==> src/cklc_pkg.sv <==
// Shared types, widths and constants of the complex kernel correlation line.
// Used by cklc_ctrl, cklc_dp and complex_kernel_correlation_line_top.
package cklc_pkg;

  localparam int DEF_MAX_TAPS = 64;
  localparam int DEF_MAX_LINE = 4096;

  localparam int IDX_W   = 6;   // coefficient index / store address
  localparam int SAMP_W  = 16;  // Q1.15 sample and coefficient
  localparam int ACC_W   = 38;  // Q8.30 correlation sums
  localparam int ABS_W   = 38;  // magnitude of one sum
  localparam int SQ_W    = 78;  // sum of squares, two bits per root digit
  localparam int MAG_W   = 39;
  localparam int REM_W   = 42;
  localparam int POS_W   = 12;
  localparam int PH_W    = 16;
  localparam int Z_W     = 18;
  localparam int CRD_W   = 40;  // CORDIC x and y
  localparam int CRD_ITER = 14;
  localparam int RESULT_CAP = 64;
  localparam int TAPS_W  = 7;
  localparam int CFG_W   = 7;

  localparam logic [PH_W-1:0] PI_Q13      = 16'sd25736;
  localparam logic [PH_W-1:0] HALF_PI_Q13 = 16'sd12868;

  // configuration register indexes
  localparam logic REG_KERNEL_TAPS   = 1'b0;
  localparam logic REG_KERNEL_CENTRE = 1'b1;

  // input kinds carried on tuser
  localparam logic CMD_COEFF  = 1'b0;
  localparam logic CMD_SAMPLE = 1'b1;

  typedef struct packed {
    logic             win_we;
    logic [IDX_W-1:0] win_addr;
    logic             coef_we;
    logic             rd_en;
    logic [IDX_W-1:0] rd_saddr;
    logic [IDX_W-1:0] rd_kaddr;
    logic             acc_clr;
    logic             sq_init;
    logic             sq_step;
    logic             cd_step;
    logic [3:0]       cd_iter;
    logic             rt_step;
    logic             out_load;
    logic [POS_W-1:0] out_pos;
    logic             run_last;
    logic             line_last;
  } cmd_t;

  typedef struct packed {
    logic out_free;
  } stat_t;

  // atan(2^-i) in Q3.13, rounded
  function automatic logic [12:0] atan_q13(input logic [3:0] i);
    logic [12:0] v;
    case (i)
      4'd0:  v = 13'd6434;
      4'd1:  v = 13'd3798;
      4'd2:  v = 13'd2007;
      4'd3:  v = 13'd1019;
      4'd4:  v = 13'd511;
      4'd5:  v = 13'd256;
      4'd6:  v = 13'd128;
      4'd7:  v = 13'd64;
      4'd8:  v = 13'd32;
      4'd9:  v = 13'd16;
      4'd10: v = 13'd8;
      4'd11: v = 13'd4;
      4'd12: v = 13'd2;
      4'd13: v = 13'd1;
      default: v = 13'd0;
    endcase
    return v;
  endfunction

endpackage

==> src/cklc_ctrl.sv <==
// Sequencer of the correlation line: config registers, line counters, FSM.
// Depends on cklc_pkg; drives cklc_dp through cklc_pkg::cmd_t.
module cklc_ctrl #(
  parameter int MAX_TAPS = cklc_pkg::DEF_MAX_TAPS,
  parameter int MAX_LINE = cklc_pkg::DEF_MAX_LINE
) (
  input  logic                       clk,
  input  logic                       rst,
  input  logic                       cfg_we,
  input  logic                       cfg_index,
  input  logic [cklc_pkg::CFG_W-1:0] cfg_data,
  input  logic                       s_tvalid,
  output logic                       s_tready,
  input  logic                       s_tuser,
  input  logic                       s_tlast,
  input  logic [cklc_pkg::IDX_W-1:0] coeff_index,
  output cklc_pkg::cmd_t             cmd,
  input  cklc_pkg::stat_t            stat
);

  localparam int TW = (MAX_TAPS > 1) ? $clog2(MAX_TAPS) : 1;
  localparam int NW = $clog2(MAX_LINE) + 1;
  localparam int EW = ((NW > 7) ? NW : 7) + 1;

  typedef enum logic [8:0] {
    ST_IDLE  = 9'b000000001,
    ST_CHECK = 9'b000000010,
    ST_MAC   = 9'b000000100,
    ST_DRAIN = 9'b000001000,
    ST_INIT  = 9'b000010000,
    ST_SQ    = 9'b000100000,
    ST_RT    = 9'b001000000,
    ST_OUT   = 9'b010000000,
    ST_DONE  = 9'b100000000
  } state_t;

  state_t      state, state_next;
  logic [6:0]  kernel_taps;
  logic [5:0]  kernel_centre;
  logic [NW-1:0] n, nop;
  logic [TW-1:0] nmod, pmod, saddr, kaddr;
  logic [6:0]  count, tcnt;
  logic [5:0]  step;
  logic        flush;

  logic [6:0]  taps, kc, rext, left, right;
  logic        go_now, go_next;
  logic [EW-1:0] n_e, nop_e, nop1_e;
  logic [7:0]  s_start;
  logic        accept;

  // config registers
  always_ff @(posedge clk) begin
    if (rst) begin
      kernel_taps   <= 7'd1;
      kernel_centre <= 6'd0;
    end else if (cfg_we) begin
      unique case (cfg_index)
        cklc_pkg::REG_KERNEL_TAPS:   kernel_taps   <= cfg_data;
        cklc_pkg::REG_KERNEL_CENTRE: kernel_centre <= cfg_data[5:0];
        default: ;
      endcase
    end
  end

  // effective kernel geometry
  always_comb begin
    if (kernel_taps == 7'd0) taps = 7'd1;
    else if (kernel_taps > 7'(MAX_TAPS)) taps = 7'(MAX_TAPS);
    else taps = kernel_taps;
    kc   = ({1'b0, kernel_centre} < taps) ? {1'b0, kernel_centre} : taps - 7'd1;
    rext = taps - kc - 7'd1;
  end

  // is a position ready: current and the one after it
  always_comb begin
    n_e    = EW'(n);
    nop_e  = EW'(nop);
    nop1_e = nop_e + EW'(1);
    go_now  = (nop_e <= n_e) && (flush || (nop_e + EW'(rext) <= n_e)) &&
              (count < 7'(cklc_pkg::RESULT_CAP));
    go_next = (nop1_e <= n_e) && (flush || (nop1_e + EW'(rext) <= n_e)) &&
              ((count + 7'd1) < 7'(cklc_pkg::RESULT_CAP));
    left  = (nop_e < EW'(kc)) ? 7'(nop) : kc;
    right = ((n_e - nop_e) < EW'(rext)) ? 7'(n_e - nop_e) : rext;
    s_start = 8'(pmod) - 8'(left);
    if (8'(pmod) < 8'(left)) s_start = s_start + 8'(MAX_TAPS);
  end

  assign accept = s_tvalid && (state == ST_IDLE);

  // next state
  always_comb begin
    state_next = state;
    unique case (state)
      ST_IDLE:  if (accept && s_tuser == cklc_pkg::CMD_SAMPLE) state_next = ST_CHECK;
      ST_CHECK: state_next = go_now ? ST_MAC : ST_DONE;
      ST_MAC:   if (tcnt == 7'd0) state_next = ST_DRAIN;
      ST_DRAIN: state_next = ST_INIT;
      ST_INIT:  state_next = ST_SQ;
      ST_SQ:    if (step == 6'(cklc_pkg::ABS_W - 1)) state_next = ST_RT;
      ST_RT:    if (step == 6'(cklc_pkg::MAG_W - 1)) state_next = ST_OUT;
      ST_OUT:   if (stat.out_free) state_next = ST_CHECK;
      ST_DONE:  state_next = ST_IDLE;
      default:  state_next = ST_IDLE;
    endcase
  end

  always_ff @(posedge clk) begin
    if (rst) state <= ST_IDLE;
    else     state <= state_next;
  end

  // counters and pointers
  always_ff @(posedge clk) begin
    if (rst) begin
      n     <= '0;
      nop   <= '0;
      nmod  <= '0;
      pmod  <= '0;
      count <= '0;
      flush <= 1'b0;
      tcnt  <= '0;
      step  <= '0;
      saddr <= '0;
      kaddr <= '0;
    end else begin
      unique case (state)
        ST_IDLE: begin
          if (accept && s_tuser == cklc_pkg::CMD_SAMPLE) begin
            flush <= s_tlast || (n >= NW'(MAX_LINE - 1));
            count <= '0;
          end
        end
        ST_CHECK: begin
          tcnt  <= left + right;
          saddr <= TW'(s_start);
          kaddr <= TW'(kc - left);
        end
        ST_MAC: begin
          tcnt  <= tcnt - 7'd1;
          saddr <= (saddr == TW'(MAX_TAPS - 1)) ? '0 : saddr + TW'(1);
          kaddr <= kaddr + TW'(1);
        end
        ST_INIT: step <= '0;
        ST_SQ: step <= (step == 6'(cklc_pkg::ABS_W - 1)) ? 6'd0 : step + 6'd1;
        ST_RT: step <= step + 6'd1;
        ST_OUT: begin
          if (stat.out_free) begin
            nop   <= nop + NW'(1);
            pmod  <= (pmod == TW'(MAX_TAPS - 1)) ? '0 : pmod + TW'(1);
            count <= count + 7'd1;
          end
        end
        ST_DONE: begin
          if (flush && (nop > n)) begin
            n    <= '0;
            nop  <= '0;
            nmod <= '0;
            pmod <= '0;
          end else begin
            n    <= n + NW'(1);
            nmod <= (nmod == TW'(MAX_TAPS - 1)) ? '0 : nmod + TW'(1);
          end
        end
        default: ;
      endcase
    end
  end

  // commands to the datapath
  always_comb begin
    cmd = '0;
    cmd.win_addr = cklc_pkg::IDX_W'(nmod);
    cmd.rd_saddr = cklc_pkg::IDX_W'(saddr);
    cmd.rd_kaddr = cklc_pkg::IDX_W'(kaddr);
    cmd.cd_iter  = step[3:0];
    cmd.out_pos  = cklc_pkg::POS_W'(nop);
    cmd.run_last = !go_next;
    cmd.line_last = flush && (nop == n);
    s_tready = (state == ST_IDLE);
    unique case (state)
      ST_IDLE: begin
        cmd.win_we  = accept && (s_tuser == cklc_pkg::CMD_SAMPLE);
        cmd.coef_we = accept && (s_tuser == cklc_pkg::CMD_COEFF) &&
                      ({1'b0, coeff_index} < 7'(MAX_TAPS));
      end
      ST_CHECK: cmd.acc_clr  = 1'b1;
      ST_MAC:   cmd.rd_en    = 1'b1;
      ST_INIT:  cmd.sq_init  = 1'b1;
      ST_SQ: begin
        cmd.sq_step = 1'b1;
        cmd.cd_step = (step < 6'(cklc_pkg::CRD_ITER));
      end
      ST_RT:    cmd.rt_step  = 1'b1;
      ST_OUT:   cmd.out_load = stat.out_free;
      default: ;
    endcase
  end

endmodule

==> config.mk <==
export PLATFORM = sky130hd
export DESIGN_NAME = cklc_ctrl
export DESIGN_NICKNAME = d
export VERILOG_FILES = /design/src/cklc_pkg.sv /design/src/cklc_ctrl.sv
export SDC_FILE = /design/constraint.sdc
export NUM_CORES = 1
export LEC_CHECK = 0
export ABC_CLOCK_PERIOD_IN_PS = 14700
export BUFFER_PORTS_ARGS = -buffer_cell sky130_fd_sc_hd__buf_2
export CORE_UTILIZATION = 55
export CTS_BUF_LIST = sky130_fd_sc_hd__clkbuf_8
export DETAILED_ROUTE_END_ITERATION = 7
export GPL_TIMING_DRIVEN = 0
export PLACE_DENSITY_LB_ADDON = 0.12
export RECOVER_POWER = 100
export SETUP_SLACK_MARGIN = 0.05
export SKIP_LAST_GASP = 1
export SLEW_MARGIN = 10
export SYNTH_ARGS = -nofsm -noshare
export SYNTH_HDL_FRONTEND = slang
export SYNTH_SLANG_ARGS = --single-unit
==> constraint.sdc <==
create_clock -name clk -period 14.7 [get_ports clk]
set_input_delay 2.94 -clock clk [delete_from_list [all_inputs] [get_ports clk]]
set_output_delay 2.94 -clock clk [all_outputs]
set_load 0.02 [all_outputs]
# Word level (Yosys, flattened, before mapping)
# Cells that the tools add are included.
[totals]
elab_cells = 135
register_bits = 93
inputBits = 21
[classes]
n_reduce_logical = 25
order_cmp = 14
n_eq_ne = 21
n_mux = 40
bitwise_logic = 2
n_addsub = 20
[ops]
columns = ["cell", "count"]
rows = [
  ["$pmux 9 s8", 1],
  ["$mux 9", 6],
  ["$mux 7", 7],
  ["$mux 6", 8],
  ["$le 14x13->1", 3],
  ["$mux 13", 3],
  ["$add 6x1->6 const B", 6],
  ["$pmux 6 s2", 3],
  ["$eq 6x6->1 const B", 5],
  ["$pmux 7 s2", 2],
  ["$add 13x1->13 const B", 2],
  ["$pmux 13 s2", 1],
  ["$sub 7x1->7 const B", 3],
  ["$pmux 6 s3", 1],
  ["$add 13x1->14 const B", 1],
  ["$add 13x7->14", 1],
  ["$add 14x7->14", 1],
  ["$logic_not 7->1", 2],
  ["$lt 14x7->1", 1],
  ["$lt 6x7->1", 2],
  ["$lt 7x7->1 const B", 2],
  ["$sub 13x13->14", 1],
  ["$eq 13x13->1", 1],
  ["$ge 13x12->1 const B", 1],
  ["31 further kinds", 58],
]

# Longest topological paths before layout
# Gate-level depths: netlist (run 1).
[logic_depth]
word_depth = 14
ltp_mapped = 39
depth_no_buf = 35

# Worst setup path after synthesis (run 1)
# No wires, ideal clock.
[synth_path]
kind = "register to output"
from = "register kernel_taps[6]"
to = "output port cmd[1] (netlist bit)"
setup_slack_ns = 5.673
stages_incl_launch_ff = 33
t_required_ns = 11.760
arrival_time_ns = 6.087
cell_sequence = "dfxtp_1 > clkbuf_1 > nand2b_1 > buf_2 > ha_1 > nand4b_1 > a21oi_1 > nor3_1 > buf_4 > mux2i_1 > inv_1 > ha_1 > a21o_1 > a21oi_1 > xor2_1 > xnor2_1 > ha_1 > inv_1 > o21bai_1 > a21oi_1 > maj3_1 > o21bai_2 > xnor2_1 > ha_1 > a21o_1 > a21o_1 > a21oi_1 > o21ai_0 > a21o_1 > a21o_1 > a21oi_1 > or3_1 > o2111ai_1"
[synth_lines]
columns = ["item", "line", "text"]
rows = [
  ["from (decl)", "cklc_ctrl.sv:38", "logic [6:0] kernel_taps;"],
  ["from (signal assigned)", "cklc_ctrl.sv:59", "cklc_pkg::REG_KERNEL_TAPS: kernel_taps <= cfg_data;"],
  ["to (decl)", "cklc_ctrl.sv:17", "output cklc_pkg::cmd_t cmd,"],
]

==> results.txt, run 1 <==
* Worst hold slack across all endpoints: 478.6 ps
- Core footprint: 15,260 um^2
- STA classifies the critical path endpoint as an output pin.
- Utilization after layout: 0.6101
* CTS-repair resized insts: 0
- Clock root buffer master: sky130_fd_sc_hd__clkbuf_8
* Critical path's largest stage delay: 470 ps
* Number of global-route vias before repair: 7,369
* Inserted Diodes: 0
- Wirelength, routed: 23.54 mm
- Area leader, netlist: sky130_fd_sc_hd__dfxtp_1
* Most frequent standard cell in the layout excluding fill and tap cells: sky130_fd_sc_hd__nor2_1
* Drt initial violations: 642
* Pwr per Cell Area: 82.26 nW/um^2
* Kind of start point of the critical path: flip-flop
- For the worst setup path, the data arrival time is 8140 ps.
* Async set or reset register ratio after synthesis: 0
* Count of flip-flops with a built-in enable after synthesis: 0
* Worst Max-Slew Pin Slew: 1189 ps
* Synth warnings: 0
- Once routing completed, OpenROAD measured the worst setup slack at 3625 ps.
- Final Hold Viols: 0
* Max-slew violation count: 0
* Number of library cell types mapped by synthesis: 76
* Count of vias placed by the detailed router: 8,163
- Total Power Consumption: 765.7 uW
- Number of rows in the core area: 45
* Post-CTS setup-driven buffer insertion count: 0
* Setup repair after global routing missed its margin: false
- Setup violations remaining at the end of the flow were counted as 0.
* Most used cell, CP: sky130_fd_sc_hd__a21o_1
* Maximum vdd drop: 0.00005190 V
- Static timing analysis puts the maximum clock frequency at 90.29 MHz.
* Max-capacitance violation count: 0
* Initial Utilization: 0.5641
* Chip Width: 127.1 um
- Final Instance Area: 9309 um^2
* Routed length per placed instance: 16.74 um
- Clock Power Share: 0.250
- Classification of the worst setup path: flip-flop to output pin
- Final Net Count: 1,333
* H-Tree Depth: 3
- Sw Pwr: 297.5 uW
- Most frequent cells in the layout: sky130_fd_sc_hd__nor2_1 (119), sky130_fd_sc_hd__ha_1 (115), sky130_fd_sc_hd__nand2_1 (101), sky130_fd_sc_hd__dfxtp_1 (93)
- Of all nets on the critical path, the largest fanout is 10.
- The number of clock buffers added by TritonCTS is 9.
* Standby leakage power: 3.921 nW
- Result of the run: completed
- Placer Congestion: 0.9353
- Each instance of the synthesized netlist takes up on average 7.678 um^2.
- Measured along the y axis, the die boundary spans 127.1 um.
* Clk Latency, worst-skew pair: 400 ps
- The slowest stage of the critical path belongs to the cell sky130_fd_sc_hd__mux2i_1.
- Top-area cell type share of the netlist area: 0.2163
- Count of mapped cells out of synthesis: 1,121
- After synthesis the cells add up to 8607 um^2.
* Remaining routing DRC violations: 0
- Timing analysis after detailed placement gives a worst setup slack of 4636 ps.
* Aggregate negative setup slack: 0 ps
- After synthesis the netlist holds a flip-flop and latch count of 93.
- First-pass GRT wire length: 37.96 mm
- Switching fraction of total power: 0.3885
- In this run the cell area measured after placement is 9161 um^2.
- After clock tree synthesis, the clock-pin slew on the worst setup and hold paths is 100 ps.
- The initial antenna violation count was 0.
- Worst endpoint required time: 11,760 ps
- GRT Overall Usage: 0.2983
- Worst-case reg-to-reg path depth: 38
* Cell depth of the worst hold path: 2
- Proportion of layout cells with a drive suffix above 1: 0.05941
* Hold WC Path Type: flip-flop to flip-flop
- Post-detailed-route via-to-cell ratio: 5.806
* Portion of the post-synthesis area used by sequential elements: 0.2163
* Final period utilization: 0.7534
- The number of nets handed over by synthesis was 1,264.
* Part of the total power dissipated in sequential elements: 0.347
- Placed wire-length estimate after detailed placement: 18.70 mm
- Antenna Nets Post-Route: 0
- Port buffering added 58 buffers.
- TritonCTS clock tree: yes
* Area Overhead vs Synth: 8.155%
* DR pass1 iterations: 5
* Pin count of the biggest net entering global routing: 19
- Relative max-transition margin: 0.1988
* Die Footprint: 16,150 um^2
- Cell types occupying the most area after synthesis: sky130_fd_sc_hd__dfxtp_1 (22%), sky130_fd_sc_hd__ha_1 (17%), sky130_fd_sc_hd__xnor2_1 (5.8%)
- Top flip-flop cell by instance count after synthesis: sky130_fd_sc_hd__dfxtp_1
- Of the total power, combinational logic draws 0.404.
* Number of clock sinks: 93
* Number of placed I/O pins: 67
- Inst Count DP: 1,390
- Min Clock Period, post-route: 11,080 ps
- Number of buffers inserted by hold repair at cts: 0
* Worst setup skew after layout: 20.19 ps
* Post-layout instance count excluding filler cells: 1,406
* Total congestion overflow: 0
- Buffers from clock root to sink, at most: 2
* Internal power component: 468.3 uW
-- final timing paths --
check,startpoint,endpoint,slack [ps]
worst min-delay path,tcnt[3],tcnt[3],480
worst max-delay path,kernel_taps[6],cmd[1],3620
worst min register to register,tcnt[3],tcnt[3],480
worst max register to register,kernel_taps[6],tcnt[6],6370
-- state kept, by name, summed over array words and instances, names as in the netlist --
name and cells:
kaddr 6, tcnt 7, n 13, saddr 6, flush 1, kernel_taps 7, count 7, kernel_centre 6
nop 13, step 6, state 9, pmod 6, nmod 6
-- cell usage after synthesis, types with 7 or more instances --
cell type and n:
sky130_fd_sc_hd__nand2b_1 17, sky130_fd_sc_hd__nor2b_1 12, sky130_fd_sc_hd__o21a_1 7, sky130_fd_sc_hd__xnor2_1 57, sky130_fd_sc_hd__o21ai_0 42, sky130_fd_sc_hd__nand3_1 46
sky130_fd_sc_hd__nor2_1 119, sky130_fd_sc_hd__ha_1 115, sky130_fd_sc_hd__a21oi_1 86, sky130_fd_sc_hd__nand4_1 25, sky130_fd_sc_hd__or3_1 8, sky130_fd_sc_hd__nor4_1 13
sky130_fd_sc_hd__dfxtp_1 93, sky130_fd_sc_hd__o21bai_1 9, sky130_fd_sc_hd__and3_1 7, sky130_fd_sc_hd__a31oi_1 7, sky130_fd_sc_hd__nand2_1 101, sky130_fd_sc_hd__fa_1 7
sky130_fd_sc_hd__a21o_1 31, sky130_fd_sc_hd__clkbuf_1 27, sky130_fd_sc_hd__xor2_1 33, sky130_fd_sc_hd__buf_4 17, sky130_fd_sc_hd__a211oi_1 12, sky130_fd_sc_hd__inv_1 86
sky130_fd_sc_hd__nor3_1 28
-- power groups by stage --
stage	sequential, mW	combinational [mW]	clock [mW]
floorplan	0.272	0.234	0
detailed placement	0.271	0.306	0
global route	0.266	0.347	0.203
CTS	0.265	0.309	0.193
finish	0.265	0.309	0.191
global placement	0.271	0.301	0
-- kinds of logic (layout without fill, tap and decap cells) --
kind of cell    after synthesis  count (layout)  synth area share
xor+xnor                     90              90           0.09158
mux                          11              11           0.01395
buf+inv                     138             212           0.06861
simple gates                412             412            0.2330
fa+ha+maj                   125             125            0.1871
flops                        93              93            0.2163
compound gates              252             252            0.1894
-- layout make-up --
cell class	instances	area, um^2
fillers	1471	5949
multi-input cells	890	6135
clock buffers	9	123.9
inverters	88	330.3
flip-flops and latches	93	1862
repair buffers	58	246.5
plain buffers	50	255.2
clock inverters	7	92.59
well taps	211	264.0
-- worst max-delay path: cells and delay by family, from the launching register on --
family	cells	cell delay [ps]
AOI/OAI and AO/OA	14	2360
and+or+nand+nor	4	760
adders and majority gates	5	1580
xor gates and xnor gates	3	710
buffers and inverters	6	1520
muxes	1	470
DFF	1	350
-- per-layer routing --
layer  up-vias  part of all wire  GRT usage
li1       4109                 -          -
met4         0             0.027     0.1022
met2       253              0.44     0.4754
met3        36             0.055    0.03853
met5         -                 0          0
met1      3765              0.48     0.4148
Note: power is estimated with default switching activity, not from simulation.
==> inputs of run 2 (changes only) <==
--- a/config.mk
+++ b/config.mk
@@ -5,7 +5,7 @@
 export SDC_FILE = /design/constraint.sdc
 export NUM_CORES = 1
 export LEC_CHECK = 0
-export ABC_CLOCK_PERIOD_IN_PS = 14700
+export ABC_CLOCK_PERIOD_IN_PS = 9400
 export BUFFER_PORTS_ARGS = -buffer_cell sky130_fd_sc_hd__buf_2
 export CORE_UTILIZATION = 55
 export CTS_BUF_LIST = sky130_fd_sc_hd__clkbuf_8
==> constraint.sdc (replaced) <==
create_clock -name clk -period 9.4 [get_ports clk]
set_input_delay 1.88 -clock clk [delete_from_list [all_inputs] [get_ports clk]]
set_output_delay 1.88 -clock clk [all_outputs]
set_load 0.02 [all_outputs]
==> run 2 against run 1 <==
Effect of this change:
- largest power group unchanged
- global-route usage barely moved
- clock power rose by 56%
- via count rose by 0.47%
- design area rose by 1.0%
- die area did not move
- highest routed layer unchanged
==> results.txt, run 2 (synthesis results as in run 1) <==
- The run finished with clean final reports.
* H-Tree Depth: 3
- Worst Max-Slew Pin Slew: 1208 ps
- In this run the tool buffered the top-level ports with 58 buffer cells.
- Critical-path cell with the highest stage delay: sky130_fd_sc_hd__maj3_1
- In this run the remaining antenna-violating nets after routing total 0.
- Highest net fanout along the worst path: 10
* Clock root buffer master: sky130_fd_sc_hd__clkbuf_8
- For the final routed database, the setup TNS stands at 0 ps.
- The setup path with the least slack is of type flip-flop to output pin.
- Pwr per Cell Area: 128.7 nW/um^2
- The via count of the first global-routing pass came to 7,356.
* Most frequent standard cell in the layout excluding fill and tap cells: sky130_fd_sc_hd__nor2_1
- For this design, the sink count on the clock tree is 93.
- Maximum vdd drop: 0.00008103 V
- Based on the critical path, the design can be clocked at up to 111.4 MHz.
- Total Power Consumption: 1.211 mW
- Across the run, the number of max-cap violations was 0.
- Max-slew violation count: 0
- Most frequent cells in the layout: sky130_fd_sc_hd__nor2_1 (119), sky130_fd_sc_hd__ha_1 (115), sky130_fd_sc_hd__nand2_1 (101), sky130_fd_sc_hd__dfxtp_1 (93), sky130_fd_sc_hd__inv_1 (86)
* Placed cell area: 9161 um^2
- The finished layout holds 1,406 standard cells, fillers aside.
- Clk Latency, worst-skew pair: 400 ps
- TritonCTS built the clock tree.
- Counting both buffers and inverters, the worst setup path holds a total of 8.
- The final-report hold violation count is 0.
- Across every metal layer, demand over resource in global routing totals 0.2982.
* Total congestion overflow: 0
- Place WS: 395.9 ps
- DR pass1 iterations: 5
- Kind of end point of the critical path: output pin
* First-pass GRT wire length: 37.94 mm
* Standby leakage power: 3.959 nW
- The area growth from synthesis to layout is 9.289%.
- Final hold analysis gives a worst-case slack of 477.9 ps.
* Placer Congestion: 0.9353
* Setup-failing EPs final: 0
- Once layout is done, the placed cells without fillers occupy 9407 um^2.
* Worst setup skew after layout: 19.12 ps
- The number of gates resized after CTS was 2.
* Remaining routing DRC violations: 0
- Setup repair after global routing left no endpoint under its margin.
- In this run the vertical extent of the chip is 127.1 um.
- Top delay family on crit path: compound AO/OA/AOI/OAI gates
- Routed length per placed instance: 16.77 um
- Post-CTS setup-driven buffer insertion count: 0
- Utilization after layout: 0.6165
- Post-detailed-route via-to-cell ratio: 5.833
- Leading registers by flop count: n x13, nop x13, state x9
- Buffers inserted to repair hold after CTS numbered 0.
* Pin count of the biggest net entering global routing: 19
- The die covers 16,150 um^2.
- For this run, the slowest stage of the critical path takes 410 ps.
- Kind of start point of the critical path: flip-flop
* Min Clock Period, post-route: 8976 ps
* Worst endpoint required time: 7520 ps
- The initial utilization of the core area, before any placement, comes to 0.5641.
- In this run the standard cell core region covers 15,260 um^2.
- Final Net Count: 1,333
- Number of placed I/O pins: 67
* Endpoint arrival time on the critical path: 7100 ps
- For this block, the initial DRC count from the detailed router was 595.
- Clock-pin slew on the worst setup and hold paths: 100 ps
- Chip Width: 127.1 um
- The min-delay analysis places its worst path in the category flip-flop to flip-flop.
- Counting the buffers created by CTS gives 9.
- Measured against its own limit, the worst slew margin works out to 0.1864.
- Inst Count DP: 1,390
- The initial antenna violation count is 0.
* Inserted Diodes: 0
- Placed wire-length estimate after detailed placement: 18.70 mm
* Number of rows in the core area: 45
* Fin worst setup slack: 424.1 ps
* Buffers from clock root to sink, at most: 2
- Final period utilization: 0.9549
- Count of vias placed by the detailed router: 8,201
- For this block, the routed nets add up to 23.58 mm of wire.
* Proportion of layout cells with a drive suffix above 1: 0.07197
[run 2: cell count changes in the layout (fill, tap and decap cells not counted), sizes merged]
cell	previous run	this run
clkbuf	86	84
buf	31	33
[run 2: path summary, 6_finish.rpt]
path	from	to	slack, ps	cells past startpoint
max reg2reg	kernel_taps[6]	tcnt[6]	1750	38
min	tcnt[3]	tcnt[3]	480	2
min reg2reg	tcnt[3]	tcnt[3]	480	2
max	kernel_taps[6]	cmd[1]	420	33
[run 2: routing by layer]
metal  vias to the layer above  GRT usage  share of wire
met2                       258     0.4751           0.44
met5                         -          0              0
met1                      3792     0.4148           0.47
met4                         0     0.1022          0.027
met3                        36    0.03853          0.061
li1                       4115          -              -
[run 2: cell type report]
cell class | instances | area (um^2)
buffer | 50 | 265.3
inverter | 88 | 330.3
clock buffer | 9 | 123.9
sequential | 93 | 1862
fill | 1456 | 5852
clock inverter | 7 | 92.59
timing repair buffer | 58 | 247.7
tap | 211 | 264.0
multi-input combinational | 890 | 6221
[run 2: worst reg2reg max path, delay by kind of cell (launching register included)]
family,cells,cell delay [ps]
AO/OA/AOI/OAI,10,1880
flip-flops,1,330
buffers and inverters,9,1140
XOR/XNOR,3,730
adder cells (fa/ha/maj),7,2210
AND/OR/NAND/NOR,9,1250
[run 2: where the power goes]
group	switching (mW)	total, mW	leakage, nW	internal, mW
combinational	0.291	0.498	3.10	0.207
sequential	0.0114	0.415	0.751	0.404
clock	0.168	0.298	0.109	0.130
total	0.470	1.21	3.96	0.741
==> inputs of run 3 (changes only) <==
--- a/config.mk
+++ b/config.mk
@@ -5,6 +5,7 @@
 export SDC_FILE = /design/constraint.sdc
 export NUM_CORES = 1
 export LEC_CHECK = 0
+export ABC_AREA = 1
 export ABC_CLOCK_PERIOD_IN_PS = 9400
 export BUFFER_PORTS_ARGS = -buffer_cell sky130_fd_sc_hd__buf_2
 export CORE_UTILIZATION = 55
==> constraint.sdc (replaced) <==
create_clock -name clk -period 9.4 [get_ports clk]
set_input_delay 1.41 -clock clk [delete_from_list [all_inputs] [get_ports clk]]
set_output_delay 1.41 -clock clk [all_outputs]
set_load 0.02 [all_outputs]
==> run 3 against run 2 <==
Effect of this change:
- the run now ends with DRC left
- critical path depth is 10 higher
- synthesized cell count is 19% higher
- fmax is 7.4% higher
- area after synthesis is 3.6% higher
- first-iteration DRC count is 0.50% higher
- clock-buffer cell count is 1 higher
==> results.txt, run 3 <==
- The via count of the first global-routing pass is 7,702.
- Number of buffers and inverters on the critical path: 6
- The synthesized netlist occupies a cell area of 8915 um^2.
- Met1 usage in global routing: 0.4023
* Count of flip-flops with a built-in enable after synthesis: 0
- Clock tree synthesis selected as its root buffer the cell sky130_fd_sc_hd__clkbuf_8.
- Worst endpoint required time: 7990 ps
- Antenna violations before repair: 0
- Result of the run: complete, but fails checks
* Setup repair after global routing missed its margin: false
- The longest clock path from root to sink contains 2 buffers.
- In this run the tightest slew margin relative to its limit is 0.3275.
* Most used cell, CP: sky130_fd_sc_hd__nand2_1
- Of the cells placed in the final design, the portion with a size suffix greater than 1 is 0.06378.
- Async set or reset register ratio after synthesis: 0
- Summing all placed instances gives a cell area of 9480 um^2.
- The share of the Yosys chip area taken by registers is 0.2088.
- Number of rows in the core area: 46
* Area leader, netlist: sky130_fd_sc_hd__dfxtp_1
* Maximum clock rate: 119.6 MHz
- Total congestion overflow: 0
- Clk Latency, worst-skew pair: 400 ps
- Number of clock sinks: 93
- Summed over all cells, the static leakage comes to 4.747 nW.
* Kind of end point of the critical path: output pin
* Met2 Usage GRT: 0.4845
* Top-area cell type share of the netlist area: 0.2088
* Drt initial violations: 598
- Worst hold slack across all endpoints: 480.0 ps
- Clock-pin slew on the worst setup and hold paths: 110 ps
* Setup-failing EPs final: 0
* Final Hold Viols: 0
- Entering global routing, the biggest net connects 17 pins.
* # port buffers: 59
- Routed length per placed instance: 14.68 um
- Final Instance Area: 9595 um^2
- Die Footprint: 16,720 um^2
- Kind of start point of the critical path: flip-flop
- Gates resized during post-CTS repair numbered 0.
* Cell types occupying the most area after synthesis: sky130_fd_sc_hd__dfxtp_1 (21%), sky130_fd_sc_hd__ha_1 (16%), sky130_fd_sc_hd__nand2_1 (9.7%)
* Initial Utilization: 0.5632
* GRT Overall Usage: 0.2949
* Wirelength, routed: 23.88 mm
- Met3 track demand over resource in global routing: 0.03633
- Among cell families on the critical path, the largest total delay comes from simple AND/OR/NAND/NOR gates.
- Highest net fanout along the worst path: 10
- Endpoint arrival time on the critical path: 6950 ps
* Top flip-flop cell by instance count after synthesis: sky130_fd_sc_hd__dfxtp_1
- Detailed placement finished with a half-perimeter wire length of 19.29 mm.
- Leaving out fill and tap cells, the most frequent cell in the layout is sky130_fd_sc_hd__nand2_1.
- Number of buffers inserted by hold repair at cts: 0
- In this run, CTS created clock tree buffers numbering 9.
* Count of mapped cells out of synthesis: 1,336
- Max-capacitance violation count: 0
- Final Net Count: 1,549
- Post-detailed-route via-to-cell ratio: 5.400
- Average size of a mapped cell: 6.673 um^2
- Placer Congestion: 0.8977
- The worst hold path was traced through 2 stages.
* H-Tree Depth: 3
* Hold WC Path Type: flip-flop to flip-flop
- Adding up every negative setup slack in the final design gives 0 ps.
- For the finished layout, the period the worst path requires is 8359 ps.
- In the routed design, unresolved DRC markers number 1.
- By instance count, the leading cell after synthesis is sky130_fd_sc_hd__nand2_1.
- Worst-case reg-to-reg path depth: 43
- For this design the ratio of total power to cell area is 200.6 nW/um^2.
* Classification of the worst setup path: flip-flop to output pin
- 0 antenna diodes ended up in the layout.
* Worst Max-Slew Pin Slew: 999.5 ps
- Synthesis instantiated 50 different standard cells from the library.
- Worst setup skew after layout: 11.76 ps
- Across the VDD grid, the largest voltage drop is 0.0001040 V.
- The routed layout has 8,785 vias.
* Critical path's largest stage delay: 670 ps
- Final period utilization: 0.8892
- Antenna Nets Post-Route: 0
* Chip Width: 129.3 um
* Max-slew violation count: 0
- met2 is the most crowded layer.
* Critical-path cell with the highest stage delay: sky130_fd_sc_hd__o21ai_0
* Yosys reg bits: 93
* Number of placed I/O pins: 67
* DR pass1 iterations: 7
- The first global-routing pass estimated 38.50 mm of wire.
* Synthesized netlist net count: 1,479
* Leading registers by flop count: n x13, nop x13, state x9
- Vertical extent of the die: 129.3 um
- Synth warnings: 0
- Core footprint: 15,830 um^2
- The final reports fail on DRC.
- Post-CTS setup-driven buffer insertion count: 0
- Area Overhead vs Synth: 7.635%
- Most common library cells after synthesis: sky130_fd_sc_hd__nand2_1 (230), sky130_fd_sc_hd__inv_1 (208), sky130_fd_sc_hd__nor2_1 (138)
* Crit. path cell count: 43
* Most frequent cells in the layout: sky130_fd_sc_hd__nand2_1 (236), sky130_fd_sc_hd__inv_1 (208), sky130_fd_sc_hd__nor2_1 (139), sky130_fd_sc_hd__ha_1 (115), sky130_fd_sc_hd__a21oi_1 (108)
* TritonCTS clock tree: yes
[run 3: changes by cell type in the layout (fill, tap and decap cells not counted), sizes merged, moves of 20 or more]
cell	change
nor2	+25
o21ai	+47
a21o	-26
nand3	+29
inv	+127
xor2	+20
nand2	+146
xnor2	-44
a21oi	+21
[run 3: power by group]
part	total, mW	internal [mW]	switching, mW
registers	0.446	0.418	0.0282
clock network	0.297	0.132	0.164
logic	1.18	0.431	0.752
total	1.93	0.981	0.944
[run 3: final timing paths]
kind                    start               end  slack, ps
max            kernel_taps[4]            cmd[1]       1040
min reg2reg  kernel_centre[1]  kernel_centre[1]        480
max reg2reg    kernel_taps[4]           tcnt[6]       2080
min          kernel_centre[1]  kernel_centre[1]        480
[run 3: final cells by class]
class	instances	area (um^2)
well taps	216	270.3
plain buffers	37	200.2
repair buffers	59	250.2
clock inverters	6	68.82
inverters	218	820.8
fillers	1569	6232
multi-input cells	988	5986
clock buffers	10	137.6
flip-flops and latches	93	1862
[run 3: per-stage QoR]
step,setup WS (ps),utilization,total power [mW],std cells
final,1041,0.6062,1.925,1627
after global routing,394.4,0.6062,2.134,1627
after CTS,1297,0.6120,1.938,1627
after detailed placement,1759,0.5990,1.634,1611
after global placement,1796,0.5990,1.617,1611
after floorplan,2713,-,1.365,1336
[run 3: tightest hold or removal path, cell delays in order, from the launching register on]
cell and delay [ps]:
sky130_fd_sc_hd__dfxtp_1 330, sky130_fd_sc_hd__inv_1 60, sky130_fd_sc_hd__a21oi_1 50
[run 3: metal layers]
metal  vias up  part of all wire
li1       4550                 -
met1      3980              0.48
met2       216              0.45
met3        39             0.044
met4         0             0.024
met5         -                 0
[run 3: kinds of logic (layout without fill, tap and decap cells)]
logic type / Yosys count / count (layout) / share of synthesized area
simple gates: 543 / 543 / 0.2698
xor+xnor: 66 / 66 / 0.06484
compound gates: 257 / 257 / 0.1642
buf+inv: 255 / 330 / 0.1152
flops: 93 / 93 / 0.2088
fa+ha+maj: 122 / 122 / 0.1771
